### config.mk
export PLATFORM = sky130hd
export DESIGN_NAME = calendar_day_difference
export DESIGN_NICKNAME = d
export VERILOG_FILES = /design/src/sv/cdd_pkg.sv /design/src/sv/cdd_lane.sv /design/src/sv/calendar_day_difference.sv
export SDC_FILE = /design/constraint.sdc
export NUM_CORES = 2
export LEC_CHECK = 0
export ABC_AREA = 1
export ABC_CLOCK_PERIOD_IN_PS = 6300
export BUFFER_PORTS_ARGS = -buffer_cell sky130_fd_sc_hd__buf_2
export CAP_MARGIN = 0
export CORE_ASPECT_RATIO = 1.4
export CORE_MARGIN = 2
export CORE_UTILIZATION = 45
export DETAILED_ROUTE_END_ITERATION = 8
export GPL_TIMING_DRIVEN = 0
export HOLD_SLACK_MARGIN = 0.15
export SETUP_SLACK_MARGIN = 0.2
export SLEW_MARGIN = 10
export SYNTH_ARGS = -nofsm -noshare
export SYNTH_HDL_FRONTEND = slang
export SYNTH_HIERARCHICAL = 1
export SYNTH_SLANG_ARGS = --single-unit
export TNS_END_PERCENT = 30
### constraint.sdc
create_clock -name i_clk -period 6.3 [get_ports i_clk]
set_input_delay 0.315 -clock i_clk [delete_from_list [all_inputs] [get_ports i_clk]]
set_output_delay 0.315 -clock i_clk [all_outputs]
set_load 0.02 [all_outputs]
### src/sv/cdd_pkg.sv
// ----------------------------------------------------------------------------
// cdd_pkg: shared types and constants for the calendar day difference block
// Transaction structs, field widths, year limit and calendar look-up functions.
// ----------------------------------------------------------------------------
`default_nettype none

package cdd_pkg;

    localparam int DAY_W    = 5;
    localparam int MONTH_W  = 4;
    localparam int YEAR_W   = 14;
    localparam int YY_W     = YEAR_W + 1;   // year shifted by 400
    localparam int QUOT_W   = 8;            // year / 100 for any shifted year up to 10399
    localparam int SERIAL_W = 23;
    localparam int DIFF_W   = 23;
    localparam int MOFF_W   = 9;

    localparam logic [YEAR_W-1:0] MAX_YEAR  = 14'd9999;
    localparam logic [YY_W-1:0]   YEAR_BIAS = 15'd400;

    // y / 100 == (y * RECIP_100) >> RECIP_SHIFT, exact for y below 43699
    localparam logic [12:0] RECIP_100   = 13'd5243;
    localparam int          RECIP_SHIFT = 19;

    localparam logic [MONTH_W-1:0] MONTH_JAN = 4'd1;
    localparam logic [MONTH_W-1:0] MONTH_FEB = 4'd2;
    localparam logic [MONTH_W-1:0] MONTH_MAR = 4'd3;
    localparam logic [MONTH_W-1:0] MONTH_APR = 4'd4;
    localparam logic [MONTH_W-1:0] MONTH_MAY = 4'd5;
    localparam logic [MONTH_W-1:0] MONTH_JUN = 4'd6;
    localparam logic [MONTH_W-1:0] MONTH_JUL = 4'd7;
    localparam logic [MONTH_W-1:0] MONTH_AUG = 4'd8;
    localparam logic [MONTH_W-1:0] MONTH_SEP = 4'd9;
    localparam logic [MONTH_W-1:0] MONTH_OCT = 4'd10;
    localparam logic [MONTH_W-1:0] MONTH_NOV = 4'd11;
    localparam logic [MONTH_W-1:0] MONTH_DEC = 4'd12;

    localparam logic signed [DIFF_W-1:0] DIFF_MAX = 23'sh3FFFFF;
    localparam logic signed [DIFF_W-1:0] DIFF_MIN = 23'sh400000;

    typedef struct packed {
        logic [DAY_W-1:0]   first_day;
        logic [MONTH_W-1:0] first_month;
        logic [YEAR_W-1:0]  first_year;
        logic [DAY_W-1:0]   second_day;
        logic [MONTH_W-1:0] second_month;
        logic [YEAR_W-1:0]  second_year;
        logic               include_end_day;
    } t_cdd_req;

    typedef struct packed {
        logic signed [DIFF_W-1:0] day_difference;
        logic                     invalid_date;
    } t_cdd_rsp;

    // result of one date lane
    typedef struct packed {
        logic [SERIAL_W-1:0] serial;
        logic                ok;
    } t_cdd_lane;

    // days from March 1 to the first of the month, year starting in March
    function automatic logic [MOFF_W-1:0] month_offset(input logic [MONTH_W-1:0] m);
        logic [MOFF_W-1:0] off;
        case (m)
            MONTH_MAR: off = 9'd0;
            MONTH_APR: off = 9'd31;
            MONTH_MAY: off = 9'd61;
            MONTH_JUN: off = 9'd92;
            MONTH_JUL: off = 9'd122;
            MONTH_AUG: off = 9'd153;
            MONTH_SEP: off = 9'd184;
            MONTH_OCT: off = 9'd214;
            MONTH_NOV: off = 9'd245;
            MONTH_DEC: off = 9'd275;
            MONTH_JAN: off = 9'd306;
            MONTH_FEB: off = 9'd337;
            default:   off = 9'd0;
        endcase
        return off;
    endfunction

    function automatic logic [DAY_W-1:0] month_length(input logic [MONTH_W-1:0] m,
                                                      input logic leap);
        logic [DAY_W-1:0] len;
        case (m) inside
            MONTH_APR, MONTH_JUN, MONTH_SEP, MONTH_NOV: len = 5'd30;
            MONTH_FEB: len = leap ? 5'd29 : 5'd28;
            default:   len = 5'd31;
        endcase
        return len;
    endfunction

endpackage

`default_nettype wire

### src/sv/cdd_lane.sv
// ----------------------------------------------------------------------------
// cdd_lane: date check and day serial number, three register stages
// Stage 1 divides years by 100, stage 2 finds the leap year and scales the
// year, stage 3 checks the day against the month length and sums the serial.
// ----------------------------------------------------------------------------
`default_nettype none

module cdd_lane (
    input  wire logic                        i_clk,
    input  wire logic [cdd_pkg::DAY_W-1:0]   i_day,
    input  wire logic [cdd_pkg::MONTH_W-1:0] i_month,
    input  wire logic [cdd_pkg::YEAR_W-1:0]  i_year,
    output cdd_pkg::t_cdd_lane               o_lane
);

    // stage 1
    logic [cdd_pkg::YY_W-1:0]    n1_yy;
    logic [26:0]                 n1_prod_y;
    logic [27:0]                 n1_prod_yy;
    logic [cdd_pkg::DAY_W-1:0]   r1_day;
    logic [cdd_pkg::MONTH_W-1:0] r1_month;
    logic [cdd_pkg::YEAR_W-1:0]  r1_year;
    logic [cdd_pkg::YY_W-1:0]    r1_yy;
    logic [cdd_pkg::QUOT_W-1:0]  r1_q_y;
    logic [cdd_pkg::QUOT_W-1:0]  r1_q_yy;
    logic [cdd_pkg::MOFF_W-1:0]  r1_moff;
    logic                        r1_fmt_ok;

    // stage 2
    logic [cdd_pkg::YEAR_W-1:0]   n2_hund;
    logic [cdd_pkg::YEAR_W-1:0]   n2_rem;
    logic [cdd_pkg::DAY_W-1:0]    r2_day;
    logic [cdd_pkg::MONTH_W-1:0]  r2_month;
    logic                         r2_leap;
    logic                         r2_fmt_ok;
    logic [cdd_pkg::SERIAL_W-1:0] r2_yy365;
    logic [cdd_pkg::SERIAL_W-1:0] r2_base;

    // stage 3
    logic [cdd_pkg::DAY_W-1:0]    n3_len;
    logic [cdd_pkg::SERIAL_W-1:0] r3_serial;
    logic                         r3_ok;

    assign n1_yy = {1'b0, i_year} + cdd_pkg::YEAR_BIAS
                 - ((i_month <= cdd_pkg::MONTH_FEB) ? 15'd1 : 15'd0);
    assign n1_prod_y  = 27'(i_year) * 27'(cdd_pkg::RECIP_100);
    assign n1_prod_yy = 28'(n1_yy) * 28'(cdd_pkg::RECIP_100);

    always_ff @(posedge i_clk) begin
        r1_day    <= i_day;
        r1_month  <= i_month;
        r1_year   <= i_year;
        r1_yy     <= n1_yy;
        r1_q_y    <= n1_prod_y[cdd_pkg::RECIP_SHIFT +: cdd_pkg::QUOT_W];
        r1_q_yy   <= n1_prod_yy[cdd_pkg::RECIP_SHIFT +: cdd_pkg::QUOT_W];
        r1_moff   <= cdd_pkg::month_offset(i_month);
        r1_fmt_ok <= (i_month >= cdd_pkg::MONTH_JAN) && (i_month <= cdd_pkg::MONTH_DEC)
                  && (i_year <= cdd_pkg::MAX_YEAR);
    end

    assign n2_hund = 14'(r1_q_y) * 14'd100;
    assign n2_rem  = r1_year - n2_hund;

    always_ff @(posedge i_clk) begin
        r2_day    <= r1_day;
        r2_month  <= r1_month;
        r2_fmt_ok <= r1_fmt_ok;
        r2_leap   <= (r1_year[1:0] == 2'd0) && ((n2_rem != '0) || (r1_q_y[1:0] == 2'd0));
        r2_yy365  <= 23'(r1_yy) * 23'd365;
        // a bad day of zero gives one day below the first of the month; such a date is flagged invalid anyway
        r2_base   <= 23'(r1_yy >> 2) + 23'(r1_q_yy >> 2) - 23'(r1_q_yy)
                   + 23'(r1_moff) + 23'(r1_day) - 23'd1;
    end

    assign n3_len = cdd_pkg::month_length(r2_month, r2_leap);

    always_ff @(posedge i_clk) begin
        r3_serial <= r2_yy365 + r2_base;
        r3_ok     <= r2_fmt_ok && (r2_day != '0) && (r2_day <= n3_len);
    end

    assign o_lane.serial = r3_serial;
    assign o_lane.ok     = r3_ok;

endmodule

`default_nettype wire

### src/sv/calendar_day_difference.sv
// ----------------------------------------------------------------------------
// calendar_day_difference: signed day count between two Gregorian dates
// Two date lanes feed a subtract stage and a sign and clamp stage.
// ----------------------------------------------------------------------------
// Usage:
//   Drive i_cmd and pulse start; the transaction is taken at a rising edge
//   with start high and busy low. busy is high only while i_rst_n is low,
//   so a new transaction may be issued in every cycle.
//   The result appears on o_rsp with o_strobe high for exactly one cycle,
//   in issue order. The path has three stages in each date lane, one for
//   the difference, and one for sign, end-day adjustment and clamp.
//   Throughput: one transaction per cycle, set by the fully pipelined lanes.
//   A date with a bad month, a bad day or a year past the limit gives
//   invalid_date set and a difference of zero. Equal dates count as not
//   before, so they give zero, or minus one with include_end_day set.
//   Reset clears the valid bits of all stages; nothing is in flight after.
//   The receiver cannot stall: o_strobe marks a result that must be taken.
// ----------------------------------------------------------------------------
`default_nettype none

module calendar_day_difference (
    input  wire logic              i_clk,
    input  wire logic              i_rst_n,
    input  wire logic              start,
    output logic                   busy,
    input  wire cdd_pkg::t_cdd_req i_cmd,
    output logic                   o_strobe,
    output cdd_pkg::t_cdd_rsp      o_rsp
);

    cdd_pkg::t_cdd_lane first_lane;
    cdd_pkg::t_cdd_lane second_lane;

    logic n_take;
    logic r_v1, r_v2, r_v3, r_v4, r_vout;
    logic r_incl1, r_incl2, r_incl3, r_incl4;

    logic                          r4_neg;
    logic                          r4_bad;
    logic [cdd_pkg::SERIAL_W-1:0]  r4_mag;

    logic [cdd_pkg::SERIAL_W:0]    n5_mag;
    logic signed [cdd_pkg::DIFF_W-1:0] n5_res;
    cdd_pkg::t_cdd_rsp             r_rsp;

    assign busy   = !i_rst_n;
    assign n_take = start && !busy;

    cdd_lane u_first (
        .i_clk   (i_clk),
        .i_day   (i_cmd.first_day),
        .i_month (i_cmd.first_month),
        .i_year  (i_cmd.first_year),
        .o_lane  (first_lane)
    );

    cdd_lane u_second (
        .i_clk   (i_clk),
        .i_day   (i_cmd.second_day),
        .i_month (i_cmd.second_month),
        .i_year  (i_cmd.second_year),
        .o_lane  (second_lane)
    );

    always_ff @(posedge i_clk) begin
        if (!i_rst_n) begin
            r_v1   <= 1'b0;
            r_v2   <= 1'b0;
            r_v3   <= 1'b0;
            r_v4   <= 1'b0;
            r_vout <= 1'b0;
        end else begin
            r_v1   <= n_take;
            r_v2   <= r_v1;
            r_v3   <= r_v2;
            r_v4   <= r_v3;
            r_vout <= r_v4;
        end
    end

    // carry the end-day flag alongside the lanes
    always_ff @(posedge i_clk) begin
        r_incl1 <= i_cmd.include_end_day;
        r_incl2 <= r_incl1;
        r_incl3 <= r_incl2;
        r_incl4 <= r_incl3;
    end

    // difference stage: equal dates take the negative side
    always_ff @(posedge i_clk) begin
        r4_neg <= second_lane.serial <= first_lane.serial;
        r4_mag <= (second_lane.serial <= first_lane.serial)
                ? first_lane.serial - second_lane.serial
                : second_lane.serial - first_lane.serial;
        r4_bad <= !(first_lane.ok && second_lane.ok);
    end

    assign n5_mag = {1'b0, r4_mag} + {23'd0, r_incl4};

    always_comb begin
        if (r4_bad) begin
            n5_res = '0;
        end else if (r4_neg) begin
            if (n5_mag > 24'd4194304) begin
                n5_res = cdd_pkg::DIFF_MIN;
            end else begin
                n5_res = -$signed(n5_mag[cdd_pkg::DIFF_W-1:0]);
            end
        end else begin
            if (n5_mag > 24'd4194303) begin
                n5_res = cdd_pkg::DIFF_MAX;
            end else begin
                n5_res = $signed(n5_mag[cdd_pkg::DIFF_W-1:0]);
            end
        end
    end

    always_ff @(posedge i_clk) begin
        r_rsp.day_difference <= n5_res;
        r_rsp.invalid_date   <= r4_bad;
    end

    assign o_strobe = r_vout;
    assign o_rsp    = r_rsp;

endmodule

`default_nettype wire
# Word-level counts from Yosys, hierarchy flattened
# Memories as Yosys holds them, arrays and structs flattened. A register that Yosys moved wholly into a read port is not among the register bits.
# Cells that the tools add are included.
[word_totals]
word_cells = 137
output_inout_bits = 26
mem_bits_ro = 288
ff_bits = 330
n_memories = 2
inputBits = 50
[mem_list]
columns = ["name", "depth", "width", "rd", "rd_ports_with_merged_regs", "write_ports", "line_no", "source"]
rows = [
  ["(name not given)", 16, 9, 1, 1, 0, "cdd_pkg.sv:65", "case (m)"],
  ["(name not given)", 16, 9, 1, 1, 0, "cdd_pkg.sv:65", ""],
]
[op_classes]
muxes = 12
n_eq_ne = 10
reduce_logical = 26
order_cmp = 13
mul = 8
addsub = 22
[ops]
columns = ["cell", "n"]
rows = [
  ["23-bit 2-to-1 mux", 4],
  ["14-bit by 13-bit multiplier with 27-bit output, second input constant", 2],
  ["15-bit by 13-bit multiplier with 27-bit output, second input constant", 2],
  ["23-bit adder", 2],
  ["23-bit by 5-bit adder with 23-bit output", 2],
  ["23-bit by 9-bit adder with 23-bit output", 2],
  ["15-bit by 9-bit multiplier with 23-bit output, second input constant", 2],
  ["23-bit by 1-bit subtractor with 23-bit output, second input constant", 2],
  ["23-bit subtractor", 2],
  ["23-bit by 8-bit subtractor with 23-bit output", 2],
  ["14-bit by 9-bit adder with 15-bit output, second input constant", 2],
  ["15-bit subtractor", 2],
  ["13-bit by 6-bit adder with 14-bit output", 2],
  ["14-bit <= comparator, second input constant", 2],
  ["14-bit nonzero test", 2],
  ["14-bit subtractor", 2],
  ["23-bit by 1-bit adder with 24-bit output", 1],
  ["24-bit by 22-bit > comparator with 1-bit output, second input constant", 1],
  ["24-bit by 23-bit > comparator with 1-bit output, second input constant", 1],
  ["8-bit by 5-bit multiplier with 12-bit output, second input constant", 2],
  ["23-bit <= comparator", 1],
  ["23-bit negator", 1],
  ["5-bit 2-to-1 mux", 4],
  ["4-bit by 3-bit == test with 1-bit output, second input constant", 4],
  ["other kinds (13)", 42],
]

# Depth between registers and ports, before layout
[depth]
ltp_word = 5
depth_mapped = 40
ltp_nobuf = 40

# Modules after synthesis
# The synthesis kept the hierarchy.
[modules_own_cells]
columns = ["mod", "area_each_um2", "cells_each", "seq_area_each_um2", "instances"]
rows = [
  ["cdd_lane at u_second", 18651.6, 2258, 2802.7, 1],
  ["cdd_lane at u_first", 18636.6, 2256, 2802.7, 1],
  ["calendar_day_difference", 5759.3, 924, 1161.1, 1],
]

# Least setup slack after synthesis
# OpenSTA, ideal clock, no wires.
[synth_timing]
kind = "input port to flip-flop"
start = "in i_cmd[15] in the netlist's numbering"
end = "reg u_second/r1_q_yy[2] in the netlist's numbering"
stages = 32
t_arrival_ns = 6.186
setup_time_ns = 0.112
path_slack_ns = 0.002
path_buffers = 0
required_ns = 6.188
path_cell_list = "inv_1 > ha_1 > nand2_1 > o21ai_0 > ha_1 > inv_1 > ha_1 > inv_1 > fa_1 > o21ai_2 > nand4_1 > nand2_1 > xor2_1 > inv_1 > ha_1 > inv_1 > fa_1 > inv_1 > fa_1 > fa_1 > inv_1 > fa_1 > inv_1 > ha_1 > nand2_1 > nor2_1 > nand3_1 > nor2_1 > nand2_1 > or3_1 > nand3_1 > nand2_1"
[synth_between]
elab_chain_len = 4
[synth_rtl]
columns = ["element", "line_no", "source"]
rows = [
  ["from (decl)", "calendar_day_difference.sv:26", "input wire cdd_pkg::t_cdd_req i_cmd,"],
  ["4-bit by 2-bit <= comparator with 1-bit output", "cdd_lane.sv:45", "- ((i_month <= cdd_pkg::MONTH_FEB) ? 15'd1 : 15'd0);"],
  ["1-bit 2-to-1 mux", "cdd_lane.sv:45", ""],
  ["15-bit subtractor", "cdd_lane.sv:45", ""],
  ["net u_second.n1_yy (one bit)", "cdd_lane.sv:17", "logic [cdd_pkg::YY_W-1:0] n1_yy;"],
  ["15-bit by 13-bit multiplier with 27-bit output", "cdd_lane.sv:47", "assign n1_prod_yy = 28'(n1_yy) * 28'(cdd_pkg::RECIP_100);"],
  ["net u_second.n1_prod_yy[21]", "cdd_lane.sv:19", "logic [27:0] n1_prod_yy;"],
  ["to (signal assigned)", "cdd_lane.sv:55", "r1_q_yy <= n1_prod_yy[cdd_pkg::RECIP_SHIFT +: cdd_pkg::QUOT_W];"],
  ["to (decl)", "cdd_lane.sv:25", "logic [cdd_pkg::QUOT_W-1:0] r1_q_yy;"],
]
# The timed path passes the listed nets, and every way through them passes these cells.
# A chain may end at the register's enable or synchronous reset.

# Worst setup path in the final report
[layout_timing]
start = "in i_cmd[16] in the netlist's numbering"
end = "reg u_second/r1_q_yy[2] in the netlist's numbering"
[layout_between]
elab_chain_len = 4
[layout_rtl]
columns = ["element", "line_no"]
rows = [
  ["4-bit by 2-bit <= comparator with 1-bit output", "cdd_lane.sv:45"],
  ["1-bit 2-to-1 mux", "cdd_lane.sv:45"],
  ["15-bit subtractor", "cdd_lane.sv:45"],
  ["15-bit by 13-bit multiplier with 27-bit output", "cdd_lane.sv:47"],
  ["net u_second.n1_prod_yy[21]", "cdd_lane.sv:19"],
]
# The timed path passes the listed nets, and every way through them passes these cells.

==> results.md <==
* Status: complete, no violations
* Count of nets left with antenna violations after detail routing at 0
* Largest net degree at the start of global routing at 15
* Horizontal die dimension at 265.4 um
* Wire length reported by the detailed router at 107,000 um
* Detailed placer's ending HPWL at 92,070 um
* Post-Synthesis Net Count at 6,705
* Clk sinks at 338
* Type of the worst setup path: primary input to register
* Final design instance area without fill at 0.04807 mm^2
* Sequential cell area fraction in the yosys report at 15.72%
* Maximum count of clock buffers along a single path at 3
* GP Congestion at 0.9222
* Number of synthesis warnings at 6
* Share of the cycle needed by the critical path after routing at 93.21%
* Maximum Capacitance Violations at 0
* Vias per cell at 4.935
* Top achievable clock speed at 170.3 MHz
* Mean cell area of the mapped netlist at 7.916 um^2
* DP Area at 0.04498 mm^2
* Number of antenna violations at the first check in global routing at 4
* Insertion delay to the later sink of the worst-skew pair at 0.62 ns
* Layout net count at 6,912
* Element type at the critical path start: primary input
* Number of CTS-inserted buffers at 41
* Layout overhead on the synthesized area at 11.68%
* Average wire per cell in the routed design at 15.50 um
* Initial detailed-routing violation count at 1,172
* Cell at the slowest stage of the critical path: fa_1
* Worst clock skew at 0.04292 ns
* Core ar. at 0.09506 mm^2
* Total die area at 0.09819 mm^2
* Data required time at the worst endpoint at 6.78 ns
* Largest fanout on the critical path at 5
* Number of global-route vias before repair at 35,693
* Fraction of layout instances using a drive strength above 1 at 6.765%
* Hold Fails Final Rpt at 0
* WP data arrival at 6.35 ns
* Vias at 34,054
* Global-route congestion overflow total at 0
* Critical Path Most Common Cell: inv_1
* Wire length of the first global-routing pass at 176,200 um
* Async set-or-reset flop fraction in the synthesized netlist at 0%
* Synthesized area at 0.04305 mm^2
* Worst-Margin Slew at 0.9653 ns
* TritonCTS clock tree: done
* Cells after Synth at 5,438
* Worst min path class: primary input to register
* CTS clk-pin slew, worst paths at 0.05 ns
* Longest individual stage delay on the worst path at 0.51 ns
* Kind of end point of the critical path: register
* Count of flip-flops with a built-in enable after synthesis at 0
* Port Buffers at 75
* Unrepaired setup endpoints after global routing: yes
* Worst slew margin relative to its limit at 35.18%
* Utilization after layout at 50.57%
* Die Y at 370.0 um
* Initial standard-cell utilization of the core at 45.28%
* CTS Root Cell: clkbuf_16
* Number of storage elements in the synthesis netlist at 338
* Hold Worst Slack at 0.1576 ns
* Global-route total usage across every layer at 22.27%
* DRC Markers at 0
* Count of final max-slew check failures at 0
* Number of distinct library cells after synthesis at 61
* Number of setup violations in the final report at 0
* Primary flip-flop cell chosen by synthesis mapping: dfxtp_1
* Clock period minus final worst setup slack at 5.873 ns
* First-pass iteration count of the detailed router at 5
* Row Count at 134
* Filler Cell Count at 9,310
* Io pins at 76
* Number of levels in the clock H-tree at 2
logic make-up (layout without fill, tap and decap cells):
kind of cell,count (synthesis),after routing,share of synthesized area [%]
xor gates and xnor gates,240,240,5.057
AOI/OAI and AO/OA,650,650,8.865
adders and majority gates,1217,1217,42.17
buffers and inverters,1313,1551,11.52
DFF,338,338,15.72
other,0,1,0
and+or+nand+nor,1680,1680,16.67
synth_stat cells (all sizes together), types with 7 or more instances:
library cell	n	share of area, %
nor2	333	3.2
o21ai	164	2.0
a21oi	299	3.6
nor4	13	0.19
a211oi	15	0.26
clkbuf	25	0.22
o31ai	13	0.23
o21a	9	0.16
o211ai	12	0.21
nand4	64	0.93
nand2	975	8.8
buf	7	0.13
a21boi	12	0.22
o21bai	31	0.54
dfxtp	338	16
or2	11	0.16
a21o	42	0.74
nor3	43	0.50
fa	390	18
nand3b	7	0.12
a31oi	31	0.45
nand3	228	2.7
inv	1280	11
xor2	167	3.6
xnor2	73	1.5
ha	827	24
area by class of cell:
class	instances	area, um^2	area share (%)
repair buffers	164	1220	2.538
plain buffers	32	148.9	0.3097
clock buffers	47	1079	2.243
flip-flops and latches	338	6766	14.07
well taps	1224	1531	3.186
inverters	1281	4818	10.02
multi-input cells	3787	32010	66.59
diodes	1	2.502	0.005205
clock inverters	27	494.2	1.028
stage by stage:
stage	TNS, ns	worst slack (ns)	cells
global placement	-14.29	-1.254	6737
CTS	0	0.1861	6883
detailed placement	-14.35	-1.249	6737
finish	0	0.4275	6901
global route	0	0.1205	6900
floorplan	0	0.1907	5438
flip-flops by register name, summed over array words and instances (netlist names), 15 cells and up:
| name | flops |
|---|---|
| o_rsp | 24 |
| r4_mag | 23 |
| u_first/r1_yy | 15 |
| u_first/r2_base | 18 |
| u_first/r2_yy365 | 23 |
| u_first/r3_serial | 23 |
| u_second/r1_yy | 15 |
| u_second/r2_base | 18 |
| u_second/r2_yy365 | 23 |
| u_second/r3_serial | 23 |
final timing paths:
check,start,endpoint,slack (ns),cells past startpoint
worst max-delay path,i_cmd[16],u_second/r1_q_yy[2]$_DFF_P_,0.43,34
worst min-delay path,i_cmd[15],u_second/r1_fmt_ok$_DFF_P_,0.16,4
worst max register to register,u_first/r1_yy[4]$_DFF_P_,u_first/r2_base[16]$_DFF_P_,1.97,22
worst min register to register,u_first/r1_month[0]$_DFF_P_,u_first/r2_month[0]$_DFF_P_,0.33,0
cells in the final DEF, fill, tap and decap left out, drive strengths merged, types with 12 or more instances in the layout:
cell         count
nand3          228
dfxtp          338
a21o            42
nor3            43
o21bai          31
ha             827
nor4            13
buf            103
xor2           167
a211oi          15
xnor2           73
fa             390
inv           1283
a21oi          299
clkbuf          77
o21ai          164
a31oi           31
o211ai          12
nand2          975
nor2           333
nand4           64
dlygate4sd3     63
a21boi          12
o31ai           13
repair_timing:
action                                  CTS  global route
cloned                                    0             0
endpoints found under the setup margin   16            16
setup buffers                            10            16
hold buffers                             62             1
pin swaps                                 7            36
endpoints found under the hold margin    66             1
resized for setup                        27           107
critical path, delay by kind of cell:
family                   cells  cell delay (ns)
buffers and inverters        9             0.81
AO/OA/AOI/OAI                4             0.53
XOR/XNOR                     1             0.11
AND/OR/NAND/NOR             10             1.08
adder cells (fa/ha/maj)     10             3.54
routing by layer:
layer / routed length (um) / vias to the layer above / GRT usage, %
li1: - / 17536 / -
met1: 41600 / 15844 / 23.88
met2: 58660 / 454 / 44.57
met3: 2632 / 216 / 1.981
met4: 4053 / 4 / 8.073
met5: 23 / - / 0
Power is not shown: default switching activity piles up to over one toggle a cycle in this logic, so the estimate is an artifact.
